===== src/hw/rtl/pvd_pkg.sv =====
// shared constants, command and status types for the pairwise vector distance block
package pvd_pkg;

   localparam int MAX_LENGTH_DEF    = 4096;
   localparam int ELEMENT_WIDTH_DEF = 16;
   localparam int FRAC_W            = 16;
   localparam int DIST_W            = 40;
   localparam int KW                = FRAC_W + 1;
   localparam int SKW               = FRAC_W + 3;
   localparam int METRIC_W          = 2;
   localparam int OP_W              = 4;

   localparam logic [METRIC_W-1:0] METRIC_EUCLID   = 2'd0;
   localparam logic [METRIC_W-1:0] METRIC_MISMATCH = 2'd1;
   localparam logic [METRIC_W-1:0] METRIC_CORR     = 2'd2;

   localparam logic [OP_W-1:0] OP_VA1 = 4'd0;
   localparam logic [OP_W-1:0] OP_VA2 = 4'd1;
   localparam logic [OP_W-1:0] OP_VB1 = 4'd2;
   localparam logic [OP_W-1:0] OP_VB2 = 4'd3;
   localparam logic [OP_W-1:0] OP_CU1 = 4'd4;
   localparam logic [OP_W-1:0] OP_CU2 = 4'd5;
   localparam logic [OP_W-1:0] OP_PP  = 4'd6;
   localparam logic [OP_W-1:0] OP_CC  = 4'd7;
   localparam logic [OP_W-1:0] OP_K2  = 4'd8;
   localparam logic [OP_W-1:0] OP_KP  = 4'd9;

   typedef struct packed {
      logic            mul_start;
      logic [OP_W-1:0] mul_op;
      logic            root_start;
      logic            div_start;
      logic            chk;
      logic            step;
      logic            load_rsp;
   } pvd_cmd_type;

   typedef struct packed {
      logic                last_eff;
      logic                mul_done;
      logic                root_done;
      logic                div_done;
      logic                var_zero;
      logic                search_done;
      logic                quick;
      logic                rsp_busy;
      logic [METRIC_W-1:0] metric;
   } pvd_sts_type;

   function automatic int pvd_max(int x, int y);
      return (x > y) ? x : y;
   endfunction

endpackage


===== src/hw/rtl/pvd_ctrl.sv =====
// sequencer: collection, pipeline drain, metric finish and result hand-off
module pvd_ctrl import pvd_pkg::*; (
   input  logic        clock,
   input  logic        reset,
   input  logic        accept,
   input  pvd_sts_type sts,
   output pvd_cmd_type cmd,
   output logic        req_stall
);

   localparam logic [3:0] S_COLLECT  = 4'd0;
   localparam logic [3:0] S_DRAIN1   = 4'd1;
   localparam logic [3:0] S_DRAIN2   = 4'd2;
   localparam logic [3:0] S_DISPATCH = 4'd3;
   localparam logic [3:0] S_ROOT     = 4'd4;
   localparam logic [3:0] S_DIV      = 4'd5;
   localparam logic [3:0] S_MUL      = 4'd6;
   localparam logic [3:0] S_CHK      = 4'd7;
   localparam logic [3:0] S_SEARCH   = 4'd8;
   localparam logic [3:0] S_CMP      = 4'd9;
   localparam logic [3:0] S_OUT      = 4'd10;

   logic [3:0]      state_ff, state_in;
   logic [OP_W-1:0] op_ff, op_in;

   always_comb begin
      state_in = state_ff;
      op_in    = op_ff;
      cmd      = '0;
      unique case (state_ff)
         S_COLLECT: if (accept && sts.last_eff) state_in = S_DRAIN1;
         S_DRAIN1:  state_in = S_DRAIN2;
         S_DRAIN2:  state_in = S_DISPATCH;
         S_DISPATCH: begin
            unique case (sts.metric)
               METRIC_EUCLID: begin
                  cmd.root_start = 1'b1;
                  state_in       = S_ROOT;
               end
               METRIC_MISMATCH: begin
                  cmd.div_start = 1'b1;
                  state_in      = S_DIV;
               end
               METRIC_CORR: begin
                  cmd.mul_start = 1'b1;
                  cmd.mul_op    = OP_VA1;
                  op_in         = OP_VA1;
                  state_in      = S_MUL;
               end
               default: state_in = S_OUT;
            endcase
         end
         S_ROOT: if (sts.root_done) state_in = S_OUT;
         S_DIV:  if (sts.div_done) state_in = S_OUT;
         S_MUL: begin
            if (sts.mul_done) begin
               unique case (op_ff)
                  OP_VA1: begin cmd.mul_start = 1'b1; op_in = OP_VA2; end
                  OP_VA2: begin cmd.mul_start = 1'b1; op_in = OP_VB1; end
                  OP_VB1: begin cmd.mul_start = 1'b1; op_in = OP_VB2; end
                  OP_VB2: begin cmd.mul_start = 1'b1; op_in = OP_CU1; end
                  OP_CU1: begin cmd.mul_start = 1'b1; op_in = OP_CU2; end
                  OP_CU2: state_in = S_CHK;
                  OP_PP:  begin cmd.mul_start = 1'b1; op_in = OP_CC; end
                  OP_CC:  state_in = S_SEARCH;
                  OP_K2:  begin cmd.mul_start = 1'b1; op_in = OP_KP; end
                  default: state_in = S_CMP;
               endcase
               cmd.mul_op = op_in;
            end
         end
         S_CHK: begin
            cmd.chk = 1'b1;
            if (sts.var_zero) begin
               state_in = S_OUT;
            end else begin
               cmd.mul_start = 1'b1;
               cmd.mul_op    = OP_PP;
               op_in         = OP_PP;
               state_in      = S_MUL;
            end
         end
         S_SEARCH: begin
            if (sts.search_done) begin
               state_in = S_OUT;
            end else if (sts.quick) begin
               cmd.step = 1'b1;
            end else begin
               cmd.mul_start = 1'b1;
               cmd.mul_op    = OP_K2;
               op_in         = OP_K2;
               state_in      = S_MUL;
            end
         end
         S_CMP: begin
            cmd.step = 1'b1;
            state_in = S_SEARCH;
         end
         S_OUT: begin
            if (!sts.rsp_busy) begin
               cmd.load_rsp = 1'b1;
               state_in     = S_COLLECT;
            end
         end
         default: state_in = S_COLLECT;
      endcase
   end

   always_ff @(posedge clock) begin
      if (reset) begin
         state_ff <= S_COLLECT;
         op_ff    <= OP_VA1;
      end else begin
         state_ff <= state_in;
         op_ff    <= op_in;
      end
   end

   assign req_stall = (state_ff != S_COLLECT);

   assert property (@(posedge clock) disable iff (reset)
      (accept && sts.last_eff) |=> req_stall)
      else $error("item taken after the last pair of a vector");

   assert property (@(posedge clock) disable iff (reset)
      cmd.load_rsp |-> !sts.rsp_busy)
      else $error("result register overwritten while held");

   assert property (@(posedge clock) disable iff (reset)
      $onehot0({cmd.mul_start, cmd.root_start, cmd.div_start, cmd.load_rsp, cmd.step}))
      else $error("conflicting datapath commands");

endmodule


===== config.mk =====
export PLATFORM = sky130hd
export DESIGN_NAME = pvd_ctrl
export DESIGN_NICKNAME = d
export VERILOG_FILES = /design/src/hw/rtl/pvd_pkg.sv /design/src/hw/rtl/pvd_ctrl.sv
export SDC_FILE = /design/constraint.sdc
export NUM_CORES = 1
export LEC_CHECK = 0
export BUFFER_PORTS_ARGS = -buffer_cell sky130_fd_sc_hd__buf_2
export CORE_MARGIN = 3
export CORE_UTILIZATION = 36
export CTS_BUF_LIST = sky130_fd_sc_hd__clkbuf_16
export DETAILED_ROUTE_END_ITERATION = 12
export HOLD_SLACK_MARGIN = 0.06
export PLACE_DENSITY = 0.61
export SETUP_SLACK_MARGIN = 0.2
export SLEW_MARGIN = 25
export SYNTH_ARGS = -nofsm -noshare
export SYNTH_HDL_FRONTEND = slang
export SYNTH_SLANG_ARGS = --single-unit

===== constraint.sdc =====
create_clock -name clock -period 4.71 [get_ports clock]
set_input_delay 0.7065 -clock clock [delete_from_list [all_inputs] [get_ports clock]]
set_output_delay 0.7065 -clock clock [all_outputs]
set_load 0.02 [all_outputs]

==> results of run 1 <==
## cells by family (layout without fill, tap and decap cells)
kind of cell,count (synthesis),after routing,synth area share
and+or+nand+nor,52,52,0.3799
AOI/OAI and AO/OA,34,34,0.3101
buffers and inverters,10,30,0.06112
DFF,8,8,0.1863
muxes,4,4,0.05240
xor gates and xnor gates,1,1,0.01019
## stage by stage
| step | hold WS, ns | util | setup WS, ns | power [mW] | instance area [µm²] |
|---|---|---|---|---|---|
| after global routing | 0.7004 | 0.4689 | 1.922 | 0.4600 | 1047 |
| after CTS | 0.6264 | 0.4689 | 2.109 | 0.4299 | 1047 |
| after floorplan | 0.5472 | - | 2.602 | 0.2522 | 859.6 |
| after global placement | 0.6204 | 0.4353 | 2.367 | 0.2831 | 972.2 |
| final | 0.6296 | 0.4689 | 2.065 | 0.4275 | 1047 |
| after detailed placement | 0.6181 | 0.4353 | 2.357 | 0.2851 | 972.2 |
## power breakdown
group	switching [mW]	internal, mW	leakage (nW)
Sequential	0.0434	0.0785	0.0649
Clock	0.0331	0.109	0.0370
Combinational	0.0876	0.0756	0.324
## critical path, delay by kind of cell (launching register included)
family | cells | cell delay (ns)
AND/OR/NAND/NOR | 3 | 0.71
buffers and inverters | 1 | 0.17
AO/OA/AOI/OAI | 1 | 0.13
flip-flops | 1 | 0.69
## cells in the mapped netlist (2+ instances only)
library cell  instances  area share
nor2_1                8       0.035
a31oi_1               3       0.022
a211o_1               2       0.020
o211ai_1              2       0.017
nand2_1               8       0.035
mux2i_1               3       0.035
nor2b_1               5       0.036
a21oi_1               3       0.017
nor3_1                6       0.035
a22oi_1               2       0.017
nor3b_1               3       0.026
dfxtp_1               8        0.19
a311oi_1              3       0.031
nand2b_1              5       0.036
inv_1                 4       0.017
buf_2                 3       0.017
and3_1                2       0.015
o21ai_0               7       0.041
nand3b_1              2       0.017
## area by class of cell
class | instances | area [µm²] | area share
timing repair buffer | 23 | 115.1 | 0.1099
tap | 28 | 35.03 | 0.03345
clock buffer | 3 | 75.07 | 0.07168
sequential | 8 | 160.2 | 0.1529
inverter | 4 | 15.01 | 0.01434
multi-input combinational | 91 | 646.9 | 0.6177
## how the worst max path moves through the flow
stage	to	from	depth (start not counted)
after CTS	cmd[8]	state_ff[0]$_SDFFE_PP0P_	4
after global placement	cmd[8]	state_ff[0]$_SDFFE_PP0P_	4
final	cmd[9]	state_ff[0]$_SDFFE_PP0P_	5
after global routing	cmd[9]	state_ff[0]$_SDFFE_PP0P_	5
after floorplan	cmd[5]	state_ff[0]$_SDFFE_PP0P_	4
after detailed placement	cmd[8]	state_ff[0]$_SDFFE_PP0P_	4
## sequential cells by signal, summed over array words and instances, names as in the netlist
| name | count |
|---|---|
| state_ff | 4 |
| op_ff | 4 |
## layer usage
metal | vias to the layer above | GRT usage | part of all wire
met5 | - | 0 | 0
met4 | 0 | 0.07469 | 0.015
met3 | 5 | 0.04087 | 0.070
met2 | 38 | 0.3130 | 0.47
met1 | 436 | 0.2289 | 0.44
li1 | 464 | - | -
==> impl_results.md, run 1 <==
- Terminus of the critical flop-to-flop path: state_ff[2]$_SDFFE_PP0P_
- Post-synth EDFFs: 0
- Post-Syn Area: 859.6 µm²
- H-tree levels: 1
- Reg2reg path depth: 4
- Hold path start: op_ff[2]$_SDFFE_PP0P_
- Reg clk slew, reported paths: 0.04 ns
- Antenna Nets Post-Route: 0
- Leakage power: 0.4260 nW
- I/O pin count: 24
- WS Path Type: reg2out
- Maximum root-to-sink buffer count: 2
- DP Cell Count: 154
- Die area: 0.003010 mm²
- Slowest Stage Delay on Critical Path: 0.69 ns
- Pins Over Slew Limit: 0
- Yosys reg bits: 8
- Initial Util: 0.3849
- P&R area growth vs syn: 21.83%
- Vias/cell: 6.006
- Most Frequent Cell on Critical Path: nand3b_1
- CP endpoint kind: output pin
- Total GRT Usage: 0.1871
- Commonest non-fill, non-tap cell in the layout: buf_2
- Gp weighted congestion: 0.8880
- DR vias: 943
- Die W: 54.87 µm
- Register area share after synthesis: 0.1863
- Setup Skew: 0.001967 ns
- Critical register-to-register path startpoint: state_ff[0]$_SDFFE_PP0P_
- Hold WC Path Type: reg2reg
- Initial antenna violation count: 0
- Yosys cell types: 49
- Total global routing overflow: 0
- Final #Nets: 144
- Number of buffers created by CTS: 3
- Core area: 0.002233 mm²
- Clk sink count: 8
- Avg Synthesized Cell Area: 7.886 µm²
- Proportion of layout cells with a drive suffix above 1: 0.2636
- Most frequent cells in the layout: buf_2 (23), nand2_1 (8), nor2_1 (8), dfxtp_1 (8), o21ai_0 (7)
- DP Wirelength: 1.852 mm
- # hold bufs at CTS: 0
- Number of diodes: 0
- DR iter-0 viols: 46
- DRT Wirelength: 2.411 mm
- RSZ-0062 raised after global routing: false
- CTS tree: yes
- Crit path launch type: flip-flop
- Postcts setup bufs: 0
- Fmax: 0.3781 GHz
- Post-layout min period: 2.645 ns
- Slew @ Worst Pin: 0.6512 ns
- Crit path DAT: 1.94 ns
- Skew-Pair Late Insertion Delay: 0.23 ns
- Final hold violation count: 0
- Setup tns final: 0 ns
- Routed len/inst: 15.36 µm
- Slowest stage cell, crit path: dfxtp_1
- Post-synth ARST share: 0
- Ys flop type: dfxtp_1
- Critical path fanouts, max: 18
- Mapped Nets: 122
- Worst-case register-to-register setup slack: 2.72 ns
- Layout Cells excl Fill: 157
- Post-Synthesis Cells: 109
- Slew HR: 0.5650
- Critical path cell sequence: and4bb_1 > nand3b_1 > o21ai_0 > nand3b_1 > buf_2
- Status: finished clean
- Residual DRC: 0
- Fillers: 237
- Drt pass-1 iters: 4
- Port bufs: 23
- CP required: 4.00 ns
- Hold depth: 2
- Post-CTS resize count: 0
- Root Buffer Master: clkbuf_16
- Peak VDD IR: 0.2123 mV
- PD cells: 408.2 mW/mm²
- Global-route wire length before repair: 4.022 mm
- Hold Path End: op_ff[2]$_SDFFE_PP0P_
- Largest net degree at the start of global routing: 19
- Setup violators final: 0
- Die height: 54.87 µm
- Max Cap Violations: 0
- Vias in the first global route: 883
- Synthesis Warnings: 0
- Post-route clock period utilization: 0.5615
- Row count: 17
Power figures use the tool's default switching activity.
==> run 2: changes to the inputs <==
--- a/config.mk
+++ b/config.mk
@@ -11,7 +11,7 @@
 export CTS_BUF_LIST = sky130_fd_sc_hd__clkbuf_16
 export DETAILED_ROUTE_END_ITERATION = 12
 export HOLD_SLACK_MARGIN = 0.06
-export PLACE_DENSITY = 0.61
+export PLACE_DENSITY = 0.63
 export SETUP_SLACK_MARGIN = 0.2
 export SLEW_MARGIN = 25
 export SYNTH_ARGS = -nofsm -noshare
==> constraint.sdc (replaced) <==
create_clock -name clock -period 2.2 [get_ports clock]
set_input_delay 0.33 -clock clock [delete_from_list [all_inputs] [get_ports clock]]
set_output_delay 0.33 -clock clock [all_outputs]
set_load 0.02 [all_outputs]
==> run 2 against run 1 <==
  * Sequential share of layout area decreased by 0.11 points
  * Design area grew 8.6%
  * Global-route usage down 0.24 points
==> impl_results.md, run 2 (synthesis results as in run 1) <==
- Most frequent cells in the layout: buf_2 (22), nand2_1 (8), nor2_1 (8)
- WS Path Type: reg2out
- Critical register-to-register path startpoint: state_ff[0]$_SDFFE_PP0P_
- Largest registers: op_ff (4), state_ff (4)
- Setup violators final: 0
- Reg2reg path depth: 5
- Most Frequent Cell on Critical Path: nand3b_1
- Max Cap Violations: 0
- Hold depth: 2
- Terminus of the critical flop-to-flop path: op_ff[1]$_SDFFE_PP0P_
- Initial Util: 0.3849
- P&R area growth vs syn: 32.31%
- Fmax: 0.5111 GHz
- Skew-Pair Late Insertion Delay: 0.23 ns
- Routed len/inst: 15.42 µm
- RSZ-0062 raised after global routing: true
- Total global routing overflow: 0
- Slowest stage cell, crit path: and4bb_4
- Reg clk slew, reported paths: 0.04 ns
- Critical path fanouts, max: 10
- DP Wirelength: 1.891 mm
- DRT Wirelength: 2.498 mm
- Switching Share: 0.3733
- Final hold violation count: 0
- Gp weighted congestion: 0.8905
- Core area: 0.002233 mm²
- Largest net degree at the start of global routing: 19
- Status: finished clean
- Initial antenna violation count: 0
- Top sig layer: met4
- Pins Over Slew Limit: 0
- Number of buffers created by CTS: 3
- Die area: 0.003010 mm²
- Comb power frac: 0.392
- Residual DRC: 0
- Sequential Power Share: 0.293
- Hold WC Path Type: in2reg
- Crit path launch type: flip-flop
- P_int: 597.5 µW
- H-tree levels: 1
- Row count: 17
- Slew HR: 0.6803
- Total GRT Usage: 0.1847
- Clk sink count: 8
- Design area: 0.001137 mm²
- Setup Skew: 0.0007066 ns
- Peak VDD IR: 0.7843 mV
- NetSw: 355.9 µW
- Die W: 54.87 µm
- Crit path DAT: 1.63 ns
- Antenna Nets Post-Route: 0
- DR WL met3: 207 µm
- Post-layout min period: 1.956 ns
- Vias/cell: 6.019
- Post-route clock period utilization: 0.8893
- Area after DPL: 994.7 µm²
- Worst-case register-to-register setup slack: 0.41 ns
- Number of diodes: 0
- Maximum root-to-sink buffer count: 2
- Leakage power: 0.4663 nW
- Crit path from: state_ff[3]$_SDFFE_PP0P_
- Slowest Stage Delay on Critical Path: 0.35 ns
- CP endpoint kind: output pin
- Port bufs: 23
- Slew @ Worst Pin: 0.4731 ns
- I/O pin count: 24
- Post-route met1 wirelength: 1.141 mm
- Hold path start: reset
- Critical path cell sequence: buf_4 > and4bb_4 > nand3b_1 > o21ai_0 > nand3b_1 > buf_2
- Vias in the first global route: 914
- DR iter-0 viols: 27
- Hold Path End: op_ff[3]$_SDFFE_PP0P_
- CTS tree: yes
- Global-route wire length before repair: 4.050 mm
- Setup tns final: 0 ns
- Root Buffer Master: clkbuf_16
- Die height: 54.87 µm
- Drt pass-1 iters: 4
- Proportion of layout cells with a drive suffix above 1: 0.3507
- DR vias: 975
- Detail Route met2 WL: 1.094 mm
- PD cells: 838.3 mW/mm²
- Commonest non-fill, non-tap cell in the layout: buf_2
- Final #Nets: 149
- Clock power share: 0.315
- CP required: 1.87 ns
-- run 2: changes by cell type in the layout (fill, tap and decap cells not counted), moves of 2 or more --
cell,before,now
buf_4,0,6
dfxtp_1,8,4
dfxtp_4,0,3
and4bb_4,0,2
nor3_1,6,4
-- run 2: worst max-delay path, delay by kind of cell, from the launching register on --
family          cells  cell delay, ns
compound gates      1            0.13
buf+inv             2            0.34
flops               1            0.33
simple gates        3            0.61
-- run 2: cell type report --
class	count	area, µm²
clock buffers	3	75.07
fillers	220	1096
inverters	4	15.01
multi-input cells	91	684.4
flip-flops and latches	8	172.7
well taps	28	35.03
repair buffers	28	155.1
-- run 2: power groups by stage --
stage	Sequential [mW]	Combinational (mW)	Clock (mW)
5_1_grt	0.292	0.412	0.313
6_report	0.279	0.374	0.300
2_1_floorplan	0.190	0.350	0
3_5_place_dp	0.259	0.369	0
3_3_place_gp	0.254	0.366	0
4_1_cts	0.273	0.373	0.307
-- run 2: how the worst max path moves through the flow --
stage                               endpoint  slack (ns)
floorplan                             cmd[5]        0.47
global placement       op_ff[2]$_SDFFE_PP0P_        0.26
detailed placement  state_ff[2]$_SDFFE_PP0P_        0.24
CTS                                   cmd[9]        0.15
global route                          cmd[9]        0.18
finish                                cmd[9]        0.24
-- run 2: timing repair --
action / CTS / global route
resized for setup: 6 / 10
buffers inserted: 0 / 2
hold buffers: 0 / 0
endpoints found under the setup margin: 7 / 5
pin swaps: 0 / 4
-- run 2: routing by layer --
metal	vias to the layer above	GRT usage
met3	7	0.05177
met4	0	0.04149
met1	453	0.2415
met2	43	0.2972
met5	-	0
li1	472	-
-- run 2: metrics by stage --
step	hold slack, ns	util	setup WS (ns)	cells	power, mW
CTS	0.3577	0.4880	0.1537	160	0.9531
global route	0.3882	0.5092	0.1754	162	1.017
detailed placement	0.5709	0.4454	0.2384	157	0.6280
global placement	0.5558	0.4454	0.2552	157	0.6203
floorplan	0.4024	-	0.4683	109	0.5399
finish	0.3712	0.5092	0.2435	162	0.9534
==> run 3: changes to the inputs <==
--- a/config.mk
+++ b/config.mk
@@ -5,13 +5,14 @@
 export SDC_FILE = /design/constraint.sdc
 export NUM_CORES = 1
 export LEC_CHECK = 0
+export ABC_AREA = 1
 export BUFFER_PORTS_ARGS = -buffer_cell sky130_fd_sc_hd__buf_2
 export CORE_MARGIN = 3
-export CORE_UTILIZATION = 36
+export CORE_UTILIZATION = 40
 export CTS_BUF_LIST = sky130_fd_sc_hd__clkbuf_16
 export DETAILED_ROUTE_END_ITERATION = 12
-export HOLD_SLACK_MARGIN = 0.06
-export PLACE_DENSITY = 0.63
+export HOLD_SLACK_MARGIN = 0.08
+export PLACE_DENSITY = 0.68
 export SETUP_SLACK_MARGIN = 0.2
 export SLEW_MARGIN = 25
 export SYNTH_ARGS = -nofsm -noshare
==> run 3 against run 2 <==
  * Synthesized area fell by 0.73%
  * Non-clock buffer count fell by 4
  * Critical path depth rose by 4
  * Core utilization rose by 4.6 points
  * Die area fell by 9.5%
  * Hold slack improved by 0.071 ns
  * Cell count rose by 30%
  * Sequential cell count did not move
  * Sequential share of layout area fell by 0.16 points
  * Clock power barely moved
  * Clock skew fell by 0.00050 ns
==> impl_results.md, run 3 <==
- Peak VDD IR: 0.8398 mV
- Vias/cell: 4.863
- Routed len/inst: 10.60 µm
- DR vias: 1,026
- Final #Nets: 199
- Total global routing overflow: 0
- Maximum root-to-sink buffer count: 2
- Critical register-to-register path startpoint: state_ff[1]$_SDFFE_PP0P_
- P&R area growth vs syn: 28.89%
- Fin util: 0.5549
- Avg Synthesized Cell Area: 5.435 µm²
- Most common cell in the netlist: nand2_1
- Critical path fanouts, max: 6
- Ys flop type: dfxtp_1
- CP required: 1.87 ns
- Post-synth EDFFs: 0
- Synth cell count leaders: nand2_1 (41), nor2_1 (33), inv_1 (17), nand3_1 (15), nand2_2 (9)
- Vias in the first global route: 894
- Yosys reg bits: 8
- Slowest stage cell, crit path: dfxtp_2
- Slowest Stage Delay on Critical Path: 0.39 ns
- Post-synth ARST share: 0
- Max Cap Violations: 0
- Global-route wire length before repair: 3.760 mm
- PD cells: 1225 mW/mm²
- Clk sink count: 8
- Most Frequent Cell on Critical Path: inv_1
- Register area share after synthesis: 0.1877
- Global-route met1 utilization: 0.2568
- Post-Synthesis Cells: 157
- Synth top area cells: dfxtp_1 (19%), nand2_1 (18%), nor2_1 (15%)
- Die height: 52.19 µm
- CP endpoint kind: output pin
- Mapped Nets: 170
- Slew @ Worst Pin: 0.2964 ns
- DR iter-0 viols: 22
- DRT Wirelength: 2.237 mm
- Status: finished clean
- Number of diodes: 0
- Gp weighted congestion: 0.9112
- Drt pass-1 iters: 6
- Root Buffer Master: clkbuf_16
- Leakage power: 0.5813 nW
- H-tree levels: 1
- CTS tree: yes
- Proportion of layout cells with a drive suffix above 1: 0.3207
- Residual DRC: 0
- WS Path Type: reg2out
- Overall power: 1.348 mW
- Sequential Power Share: 0.238
- Crit path launch type: flip-flop
- Setup violators final: 0
- Final hold violation count: 0
- Initial Util: 0.4306
- Met2 usage: 0.2678
- Antenna Nets Post-Route: 0
- Yosys top cell area share: 0.1877
- Hold WC Path Type: in2reg
- Critical path cell sequence: inv_1 > nor2_2 > nand3_1 > nand2_1 > inv_1 > nand2_2 > nor2_4 > inv_2 > nor2_1 > buf_2
- Skew-Pair Late Insertion Delay: 0.23 ns
- Die area: 0.002723 mm²
- Crit path DAT: 1.58 ns
- Port bufs: 23
- Pins Over Slew Limit: 0
- Row count: 16
- I/O pin count: 24
- Synthesis Warnings: 0
- Post-route clock period utilization: 0.8666
- Clock power share: 0.223
- Fmax: 0.5245 GHz
- Crit path from: state_ff[1]$_SDFFE_PP0P_
- Post-layout min period: 1.906 ns
- Initial antenna violation count: 0
- Most frequent cells in the layout: nand2_1 (40), nor2_1 (32), buf_2 (23)
- RSZ-0062 raised after global routing: true
- Cell taking the most area after synthesis: dfxtp_1
- Die W: 52.19 µm
- # hold bufs at CTS: 0
- Total GRT Usage: 0.1799
- NetSw: 645.2 µW
- Number of buffers created by CTS: 3
- Post-Syn Area: 853.3 µm²
- Commonest non-fill, non-tap cell in the layout: nand2_1
- Hold path start: reset
- DP Wirelength: 1.843 mm
- Comb power frac: 0.539
- M3 GR Usage: 0.01994
- Reg clk slew, reported paths: 0.04 ns
- Yosys cell types: 20
- Slew HR: 0.8017
- Switching Share: 0.4788
- Setup Skew: 0.0002042 ns
- Largest registers: op_ff (4), state_ff (4)
- Layer with the highest usage: met2
- Core area: 0.001982 mm²
- Largest net degree at the start of global routing: 9
- Setup tns final: 0 ns
- P_int: 702.4 µW
[run 3: changes by cell type after synthesis, sizes merged, moves of 3 or more]
| cell | change |
|---|---|
| a311oi | -3 |
| a31oi | -3 |
| buf | -5 |
| inv | +18 |
| mux2i | -3 |
| nand2 | +43 |
| nand2b | -5 |
| nand3 | +15 |
| nor2 | +33 |
| nor2b | -5 |
| nor3 | -4 |
| nor3b | -3 |
[run 3: metal layers]
| layer | routed length, µm | vias up |
|---|---|---|
| met1 | 1084 | 442 |
| met2 | 1009 | 32 |
| met3 | 116 | 4 |
| met5 | 0 | - |
| met4 | 27 | 0 |
| li1 | - | 548 |
[run 3: cell type report]
type / count / area (µm²)
Tap cell: 27 / 33.78
Multi-Input combinational cell: 126 / 615.6
Timing Repair Buffer: 24 / 122.6
Clock buffer: 3 / 75.07
Inverter: 23 / 87.58
Sequential cell: 8 / 165.2
Fill cell: 195 / 882.1
[run 3: repair_timing]
action,4_1_cts,5_1_grt
setup buffers,0,1
setup endpoints to repair,0,5
resized for setup,0,7
[run 3: worst paths after layout]
kind,end,slack [ns],cells past startpoint
max,cmd[6],0.29,10
min,state_ff[2]$_SDFFE_PP0P_,0.44,4
max reg2reg,state_ff[1]$_SDFFE_PP0P_,0.87,9
min reg2reg,op_ff[1]$_SDFFE_PP0P_,0.54,2
[run 3: worst max-delay path: cells and delay by family (launching register included)]
kind          cells  cell delay [ns]
flops             1             0.39
simple gates      6             0.59
buf+inv           4             0.38
[run 3: logic make-up after synthesis]
kind of cell / Yosys count / share of synthesized area
DFF: 8 / 0.1877
and+or+nand+nor: 115 / 0.6378
AOI/OAI and AO/OA: 11 / 0.07185
buffers and inverters: 23 / 0.1026
[run 3: per-stage QoR]
step / hold WS [ns] / cell area [µm²] / setup slack [ns] / std cells
global placement: 0.5275 / 1002 / 0.4592 / 207
floorplan: 0.4992 / 853.3 / 0.5242 / 157
detailed placement: 0.5301 / 1002 / 0.4550 / 207
finish: 0.4420 / 1100 / 0.2936 / 211
global route: 0.4833 / 1100 / 0.1631 / 211
CTS: 0.4571 / 1077 / 0.2021 / 210
[run 3: power groups by stage]
| stage | Combinational, mW | Sequential, mW | Clock, mW |
|---|---|---|---|
| 6_report | 0.726 | 0.321 | 0.301 |
| 5_1_grt | 0.831 | 0.333 | 0.311 |
| 4_1_cts | 0.712 | 0.301 | 0.303 |
| 3_5_place_dp | 0.709 | 0.303 | 0 |
| 3_3_place_gp | 0.710 | 0.297 | 0 |
| 2_1_floorplan | 0.574 | 0.281 | 0 |
